File: src/rtl/gpio_port_with_edge_event_channels_assert.svh
// Assertion macros used by the GPIO port RTL.
`ifndef GPIO_PORT_WITH_EDGE_EVENT_CHANNELS_ASSERT_SVH
`define GPIO_PORT_WITH_EDGE_EVENT_CHANNELS_ASSERT_SVH

// Same-cycle implication, checked out of reset.
`define GPEV_ASSERT_NOW(label, clk, rst_n, ante, cons) \
    label: assert property (@(posedge clk) disable iff (!(rst_n)) (ante) |-> (cons)) \
        else $error("gpio port: same-cycle check failed");

// Next-cycle implication, checked out of reset.
`define GPEV_ASSERT_NEXT(label, clk, rst_n, ante, cons) \
    label: assert property (@(posedge clk) disable iff (!(rst_n)) (ante) |=> (cons)) \
        else $error("gpio port: next-cycle check failed");

`endif

File: src/rtl/gpio_ev_pkg.sv
// Package of the GPIO port: item codes, register map and field masks.
`timescale 1ns / 1ps

package gpio_ev_pkg;

    localparam int DATA_W = 32;
    localparam int OFF_W  = 12;

    // Item kinds
    typedef logic [1:0] kind_t;
    localparam kind_t KIND_READ  = 2'd0;
    localparam kind_t KIND_WRITE = 2'd1;
    localparam kind_t KIND_TICK  = 2'd2;

    // Register regions
    typedef logic region_t;
    localparam region_t REGION_PORT  = 1'b0;
    localparam region_t REGION_EVENT = 1'b1;

    // Port region map
    localparam logic [OFF_W-1:0] CNF_BASE = 12'h700;
    localparam logic [OFF_W-1:0] OUT_SET  = 12'h508;
    localparam logic [OFF_W-1:0] OUT_CLR  = 12'h50c;
    localparam logic [OFF_W-1:0] IN_REG   = 12'h510;

    // Event region map
    localparam logic [OFF_W-1:0] EV_BASE  = 12'h100;
    localparam logic [OFF_W-1:0] CH_BASE  = 12'h510;
    localparam logic [OFF_W-1:0] EN_SET   = 12'h304;
    localparam logic [OFF_W-1:0] EN_CLR   = 12'h308;

    // Pin configuration: bit0 direction, bit1 input disconnect, 3:2 pull, 10:8 drive
    localparam int PIN_CFG_W = 11;
    typedef logic [PIN_CFG_W-1:0] pin_cfg_t;
    localparam pin_cfg_t CNF_MASK  = 11'h70f;
    localparam pin_cfg_t CNF_RESET = 11'h002;
    localparam int CNF_DIR_BIT  = 0;
    localparam int CNF_DISC_BIT = 1;

    // Channel configuration: 1:0 mode, 12:8 pin, 16 rising, 17 falling
    localparam int CH_CFG_W = 18;
    typedef logic [CH_CFG_W-1:0] ch_cfg_t;
    localparam ch_cfg_t CH_MASK = 18'h31f03;
    localparam logic [1:0] MODE_EVENT = 2'd1;
    localparam int POL_RISE_BIT = 16;
    localparam int POL_FALL_BIT = 17;

endpackage

File: src/rtl/gpio_port_with_edge_event_channels.sv
// Top level of the GPIO port with edge-event channels.
`timescale 1ns / 1ps

// GPIO port of PIN_COUNT pins and CHANNEL_COUNT edge-event channels. Each input
// item is a bus read, a bus write or a tick that samples the pin levels; each
// one produces exactly one result item carrying the read data, the output latch,
// the pin directions and the interrupt line as they stand after the item. The
// decode and state update is one level of logic between the input handshake and
// a result register, so an item is taken every cycle unless stalled. s_tready
// drops only while the result register holds an item that the sink has not
// taken yet. Edges are found between consecutive ticks.

`include "gpio_port_with_edge_event_channels_assert.svh"

module gpio_port_with_edge_event_channels
    import gpio_ev_pkg::*;
#(
    parameter int PIN_COUNT     = 32,
    parameter int CHANNEL_COUNT = 8
) (
    input  logic         aclk,
    input  logic         aresetn,
    // input items
    input  logic         s_tvalid,
    output logic         s_tready,
    input  logic [79:0]  s_tdata,   // offset[11:0], write_data[43:12], pin_levels[75:44], zeros
    input  logic [2:0]   s_tuser,   // kind[1:0], region[2]
    // result items
    output logic         m_tvalid,
    input  logic         m_tready,
    output logic [103:0] m_tdata    // read_data[31:0], pin_drive[63:32],
                                    // pin_is_output[95:64], irq[96], zeros
);

    localparam int PIN_IDX_W = (PIN_COUNT > 1) ? $clog2(PIN_COUNT) : 1;
    localparam int CH_IDX_W  = (CHANNEL_COUNT > 1) ? $clog2(CHANNEL_COUNT) : 1;
    localparam int CNF_END_I = int'(CNF_BASE) + 4 * PIN_COUNT;
    localparam int EV_END_I  = int'(EV_BASE) + 4 * CHANNEL_COUNT;
    localparam int CH_END_I  = int'(CH_BASE) + 4 * CHANNEL_COUNT;
    localparam logic [OFF_W:0] CNF_END = (OFF_W+1)'(CNF_END_I);
    localparam logic [OFF_W:0] EV_END  = (OFF_W+1)'(EV_END_I);
    localparam logic [OFF_W:0] CH_END  = (OFF_W+1)'(CH_END_I);

    // Input fields
    kind_t             in_kind;
    region_t           in_region;
    logic [OFF_W-1:0]  in_off;
    logic [DATA_W-1:0] in_wdata;
    logic [DATA_W-1:0] in_levels;
    logic              in_accept;

    assign in_kind   = s_tuser[1:0];
    assign in_region = s_tuser[2];
    assign in_off    = s_tdata[11:0];
    assign in_wdata  = s_tdata[43:12];
    assign in_levels = s_tdata[75:44];
    assign in_accept = s_tvalid && s_tready;

    // State
    logic [PIN_COUNT-1:0]     latch_reg, latch_next;
    pin_cfg_t                 pin_cfg_reg [PIN_COUNT];
    pin_cfg_t                 pin_cfg_next [PIN_COUNT];
    logic [PIN_COUNT-1:0]     sampled_reg, sampled_next;
    ch_cfg_t                  ch_cfg_reg [CHANNEL_COUNT];
    ch_cfg_t                  ch_cfg_next [CHANNEL_COUNT];
    logic [CHANNEL_COUNT-1:0] flags_reg, flags_next;
    logic [CHANNEL_COUNT-1:0] en_reg, en_next;

    // Result register
    logic               m_valid_reg;
    logic [103:0]       m_data_reg, m_data_next;

    // Address decode
    logic                 aligned;
    logic                 is_port, is_event;
    logic [OFF_W:0]       off_x;
    logic [OFF_W-1:0]     cnf_rel, ev_rel, ch_rel;
    logic [PIN_IDX_W-1:0] cnf_idx;
    logic [CH_IDX_W-1:0]  ev_idx, ch_idx;
    logic                 hit_cnf, hit_out_set, hit_out_clr, hit_in;
    logic                 hit_ev, hit_ch, hit_en_set, hit_en_clr;

    assign aligned  = (in_off[1:0] == 2'b00);
    assign is_port  = aligned && (in_region == REGION_PORT);
    assign is_event = aligned && (in_region == REGION_EVENT);
    assign off_x    = {1'b0, in_off};
    assign cnf_rel  = in_off - CNF_BASE;
    assign ev_rel   = in_off - EV_BASE;
    assign ch_rel   = in_off - CH_BASE;
    assign cnf_idx  = cnf_rel[PIN_IDX_W+1:2];
    assign ev_idx   = ev_rel[CH_IDX_W+1:2];
    assign ch_idx   = ch_rel[CH_IDX_W+1:2];

    assign hit_cnf     = is_port && (in_off >= CNF_BASE) && (off_x < CNF_END);
    assign hit_out_set = is_port && (in_off == OUT_SET);
    assign hit_out_clr = is_port && (in_off == OUT_CLR);
    assign hit_in      = is_port && (in_off == IN_REG);
    assign hit_ev      = is_event && (in_off >= EV_BASE) && (off_x < EV_END);
    assign hit_ch      = is_event && (in_off >= CH_BASE) && (off_x < CH_END);
    assign hit_en_set  = is_event && (in_off == EN_SET);
    assign hit_en_clr  = is_event && (in_off == EN_CLR);

    // Levels seen by software: disconnected pins read 0
    logic [PIN_COUNT-1:0] visible;
    always_comb begin
        for (int n = 0; n < PIN_COUNT; n++) begin
            visible[n] = sampled_reg[n] & ~pin_cfg_reg[n][CNF_DISC_BIT];
        end
    end

    // Read mux
    logic [DATA_W-1:0] rd_data;
    always_comb begin
        rd_data = '0;
        if (hit_cnf) begin
            rd_data = DATA_W'(pin_cfg_reg[cnf_idx]);
        end else if (hit_out_set || hit_out_clr) begin
            rd_data = DATA_W'(latch_reg);
        end else if (hit_in) begin
            rd_data = DATA_W'(visible);
        end else if (hit_ev) begin
            rd_data = DATA_W'(flags_reg[ev_idx]);
        end else if (hit_ch) begin
            rd_data = DATA_W'(ch_cfg_reg[ch_idx]);
        end else if (hit_en_set || hit_en_clr) begin
            rd_data = DATA_W'(en_reg);
        end
    end

    // Edge detection on the tick levels
    logic [PIN_COUNT-1:0]     now_lv;
    logic [DATA_W-1:0]        rise_w, fall_w;
    logic [CHANNEL_COUNT-1:0] ch_hit;
    always_comb begin
        now_lv = in_levels[PIN_COUNT-1:0];
        rise_w = '0;
        fall_w = '0;
        rise_w[PIN_COUNT-1:0] = now_lv & ~sampled_reg;
        fall_w[PIN_COUNT-1:0] = sampled_reg & ~now_lv;
        for (int i = 0; i < CHANNEL_COUNT; i++) begin
            ch_hit[i] = (ch_cfg_reg[i][1:0] == MODE_EVENT)
                     && ({1'b0, ch_cfg_reg[i][12:8]} < 6'(PIN_COUNT))
                     && ((ch_cfg_reg[i][POL_RISE_BIT] && rise_w[ch_cfg_reg[i][12:8]])
                      || (ch_cfg_reg[i][POL_FALL_BIT] && fall_w[ch_cfg_reg[i][12:8]]));
        end
    end

    // Next state
    always_comb begin
        latch_next   = latch_reg;
        pin_cfg_next = pin_cfg_reg;
        sampled_next = sampled_reg;
        ch_cfg_next  = ch_cfg_reg;
        flags_next   = flags_reg;
        en_next      = en_reg;
        if (in_accept) begin
            case (in_kind)
                KIND_WRITE: begin
                    if (hit_cnf) begin
                        pin_cfg_next[cnf_idx] = in_wdata[PIN_CFG_W-1:0] & CNF_MASK;
                    end
                    if (hit_out_set) begin
                        latch_next = latch_reg | in_wdata[PIN_COUNT-1:0];
                    end
                    if (hit_out_clr) begin
                        latch_next = latch_reg & ~in_wdata[PIN_COUNT-1:0];
                    end
                    if (hit_ev && (in_wdata == '0)) begin
                        flags_next[ev_idx] = 1'b0;
                    end
                    if (hit_ch) begin
                        ch_cfg_next[ch_idx] = in_wdata[CH_CFG_W-1:0] & CH_MASK;
                    end
                    if (hit_en_set) begin
                        en_next = en_reg | in_wdata[CHANNEL_COUNT-1:0];
                    end
                    if (hit_en_clr) begin
                        en_next = en_reg & ~in_wdata[CHANNEL_COUNT-1:0];
                    end
                end
                KIND_TICK: begin
                    flags_next   = flags_reg | ch_hit;
                    sampled_next = now_lv;
                end
                default: begin
                end
            endcase
        end
    end

    // Result: read data plus the port outputs after this item
    logic [PIN_COUNT-1:0] dir_next;
    always_comb begin
        for (int n = 0; n < PIN_COUNT; n++) begin
            dir_next[n] = pin_cfg_next[n][CNF_DIR_BIT];
        end
        m_data_next = '0;
        m_data_next[31:0]  = (in_kind == KIND_READ) ? rd_data : '0;
        m_data_next[63:32] = DATA_W'(latch_next);
        m_data_next[95:64] = DATA_W'(dir_next);
        m_data_next[96]    = |(flags_next & en_next);
    end

    // State registers
    always_ff @(posedge aclk) begin
        if (!aresetn) begin
            latch_reg   <= '0;
            sampled_reg <= '0;
            flags_reg   <= '0;
            en_reg      <= '0;
            for (int n = 0; n < PIN_COUNT; n++) begin
                pin_cfg_reg[n] <= CNF_RESET;
            end
            for (int i = 0; i < CHANNEL_COUNT; i++) begin
                ch_cfg_reg[i] <= '0;
            end
        end else begin
            latch_reg   <= latch_next;
            pin_cfg_reg <= pin_cfg_next;
            sampled_reg <= sampled_next;
            ch_cfg_reg  <= ch_cfg_next;
            flags_reg   <= flags_next;
            en_reg      <= en_next;
        end
    end

    // Result register and handshake
    always_ff @(posedge aclk) begin
        if (!aresetn) begin
            m_valid_reg <= 1'b0;
        end else if (in_accept) begin
            m_valid_reg <= 1'b1;
        end else if (m_tready) begin
            m_valid_reg <= 1'b0;
        end
    end

    always_ff @(posedge aclk) begin
        if (in_accept) begin
            m_data_reg <= m_data_next;
        end
    end

    assign s_tready = !m_valid_reg || m_tready;
    assign m_tvalid = m_valid_reg;
    assign m_tdata  = m_data_reg;

    // Checks
    `GPEV_ASSERT_NOW(a_stall_blocks_input, aclk, aresetn, m_valid_reg && !m_tready, !s_tready)
    `GPEV_ASSERT_NEXT(a_irq_matches_state, aclk, aresetn, in_accept, m_data_reg[96] == |(flags_reg & en_reg))
    `GPEV_ASSERT_NEXT(a_flags_rise_on_tick, aclk, aresetn, !(in_accept && (in_kind == KIND_TICK)), (flags_reg & ~$past(flags_reg)) == '0)
    `GPEV_ASSERT_NEXT(a_read_keeps_latch, aclk, aresetn, in_accept && (in_kind == KIND_READ), $stable(latch_reg) && $stable(flags_reg))

endmodule

File: config.mk
export PLATFORM = sky130hd
export DESIGN_NAME = gpio_port_with_edge_event_channels
export DESIGN_NICKNAME = d
export VERILOG_FILES = /design/src/rtl/gpio_ev_pkg.sv /design/src/rtl/gpio_port_with_edge_event_channels.sv
export VERILOG_INCLUDE_DIRS = /design/src /design/src/rtl
export SDC_FILE = /design/constraint.sdc
export NUM_CORES = 1
export LEC_CHECK = 0
export BUFFER_PORTS_ARGS = -buffer_cell sky130_fd_sc_hd__buf_2
export CAP_MARGIN = 20
export CORE_MARGIN = 2
export CORE_UTILIZATION = 50
export CTS_BUF_LIST = sky130_fd_sc_hd__clkbuf_2 sky130_fd_sc_hd__clkbuf_4 sky130_fd_sc_hd__clkbuf_8
export DETAILED_ROUTE_END_ITERATION = 12
export GPL_TIMING_DRIVEN = 0
export PLACE_DENSITY = 0.76
export SETUP_SLACK_MARGIN = 0.5
export SKIP_CTS_REPAIR_TIMING = 1
export SYNTH_ARGS = -nofsm -noshare
export SYNTH_HDL_FRONTEND = slang
export SYNTH_SLANG_ARGS = --single-unit
File: constraint.sdc
create_clock -name aclk -period 9.56 [get_ports aclk]
set_input_delay 2.39 -clock aclk [delete_from_list [all_inputs] [get_ports aclk]]
set_output_delay 2.39 -clock aclk [all_outputs]
set_load 0.05 [all_outputs]
==> impl_metrics.tcl <==
set metrics [dict create \
    status "completed" \
    synth_edf_count 97 \
    hold_class "reg2reg" \
    nNetsFinal 3156 \
    clock-sinks 474 \
    synth.distinct_cells 78 \
    drc_errors 0 \
    dr_total_vias 25500 \
    required_ps 9970 \
    total_power_mw 4.67 \
    fin_skew_ps 33.9 \
    grt_setup_unrepaired "no" \
    grt_max_degree 36 \
    crit_type "in2reg" \
    synth_area_leaders "dfxtp_1 (30%), mux4_2 (16%), edfxtp_1 (12%)" \
    synth_largest_area_cell "dfxtp_1" \
    die_area_um2 52300 \
    yosysWarnings 0 \
    path_cells "buf_2, buf_1, buf_2, buf_1, buf_2, mux4_2, mux2i_1, nor3_1, a221oi_1, a21oi_1" \
    r2r_setup_slack_ps 5470 \
    start_util 0.505 \
    layoutNonFillerInstCount 3807 \
    critPathLaunchType "primary input" \
    yosys.area_share.simple 0.222 \
    cts.clk_slew.worst_paths_ps 60 \
    groute.layer.met2.usage 0.667 \
    setup_viol 0 \
    clock_latency_ps 720 \
    largest_register_ffs 224 \
    synth_fa_ha_area_frac 0.00149 \
    synthToLayoutAreaGrowth_pct 15.1 \
    final.fill_count 4506 \
    final_max_slew_viol_count 0 \
    cts_made_buffers 81 \
    grt_pass1_vias 23900 \
    drtIter0Drc 4063 \
    firstDrtPassIters 6 \
    cp.arrival_ps 6420 \
    grt.busiest_layer "met2" \
    grt_util_met3 0.127 \
    routabilityCongestion 1.07 \
    coreArea_um2 50100 \
    layout.cells.most_common "nand2_1" \
    grt_antenna_before_repair 4 \
    io_buffers 173 \
    synth_compound_area_frac 0.131 \
    peakVddDrop_v 0.000132 \
    dp_hpwl_um 90400 \
    cpMaxStageDelayCell "buf_1" \
    use_met1 0.550 \
    end_kind "flip-flop" \
    row_count 82 \
    multi_input_area_um2 13800 \
    drv_cap 0 \
    hold_slack_ps 448 \
    die_y_um 229 \
    avgSynthCellArea_um2 9.07 \
    final-hold-violation-count 0 \
    p_per_area_nw_per_um2 161 \
    dp.cells 3650 \
    regArea_um2 10500 \
    max_freq_mhz 166 \
    critPathMostFrequentCell "buf_2" \
    synth_cells 2786 \
    vias_per_cell 6.70 \
    synth_mux_area_frac 0.191 \
    cts_tree "yes" \
    yosysSeqAreaShare 0.414 \
    clockRootBuffer "clkbuf_8" \
    io_pins 193 \
    h-tree-depth 3 \
    tightest_slew_ps 1330 \
    synth-xor-area-share 0.000347 \
    netlist_area_um2 25300 \
    layout_common_cells "nand2_1 (766), a21oi_1 (378), dfxtp_1 (377)" \
    layout_min_cycle_time_ps 6020 \
    synth_ff_type "dfxtp_1" \
    synth_top_family_by_area "simple AND/OR/NAND/NOR gates" \
    ant_nets 0 \
    path_buf_inv 5 \
    async_flop_share 0 \
    dieWidth_um 229 \
    wl_per_cell_um 31.4 \
    cp_max_fo 10 \
    clk_path_buf_depth 3 \
    drive_gt1_frac 0.185 \
    synth_seq_cells 474 \
    finalCritPeriodShare 0.630 \
    grt_first_pass_wirelength_um 168000 \
    critPathMaxStageDelay_ps 730 \
    synth_top_area_share 0.299 \
    track_usage 0.447 \
    wirelength_um 120000 \
    cp_top_family "buffers and inverters" \
    grt-ovfl-total 0 \
    max-slew-margin-rel 0.111 \
    leakage_nw 10.2 \
]
area by class of cell:
class	count	share of cell area
multi-input cells	2066	0.475
flip-flops and latches	474	0.360
clock buffers	109	0.0473
repair buffers	191	0.0371
well taps	672	0.0289
plain buffers	205	0.0288
clock inverters	42	0.0168
inverters	47	0.00607
diodes	1	0.0000860
kinds of logic after synthesis:
logic type      Yosys count
simple gates           1240
fa+ha+maj                 3
flops                   474
xor+xnor                  1
compound gates          563
mux                     252
buf+inv                 252
other cells               1
cell usage after synthesis (all sizes together) (8+ instances only):
library cell,count
buf,53
a32oi,21
clkbuf,152
o2111ai,10
nor3b,8
mux4,181
mux2,21
a21oi,378
nand2b,52
a211oi,11
and2,81
nor4,16
mux2i,50
o211ai,31
nor3,20
nand3b,26
nor2b,65
a2111oi,12
dfxtp,377
nand3,45
nand4,10
edfxtp,97
o21ai,26
inv,45
a31oi,20
nor2,113
nand2,766
and3,11
report_power, final:
part           leakage, nW  internal [mW]  switching [mW]
Clock                0.975           1.20           0.941
Combinational         5.19          0.108           0.343
Sequential            4.02           2.06          0.0146
per-stage QoR:
stage	setup TNS [ps]	utilization	cell area, um2	setup slack [ps]
global placement	-929170	0.539	27000	-2850
floorplan	0	-	25300	668
CTS	0	0.580	29000	3720
detailed placement	0	0.542	27200	3000
global route	0	0.581	29100	3570
finish	0	0.581	29100	3540
worst min-delay path: cells and delay by family (launching register included):
kind / cells / cell delay, ps
AO/OA/AOI/OAI: 1 / 50
flip-flops: 1 / 300
AND/OR/NAND/NOR: 1 / 50
path summary, 6_finish.rpt:
path	startpoint	end	cells after the start
max	s_tdata[3]	m_tdata[3]	10
min	pin_cfg_reg[233]	pin_cfg_reg[233]	2
max reg2reg	m_tvalid	m_tdata[96]	9
min reg2reg	pin_cfg_reg[233]	pin_cfg_reg[233]	2
routing by layer:
layer | part of all wire | vias up
met2 | 0.43 | 2128
li1 | - | 10500
met3 | 0.12 | 561
met1 | 0.36 | 12300
met5 | 0.00022 | -
met4 | 0.091 | 4
(Power assumes the default switching activity.)
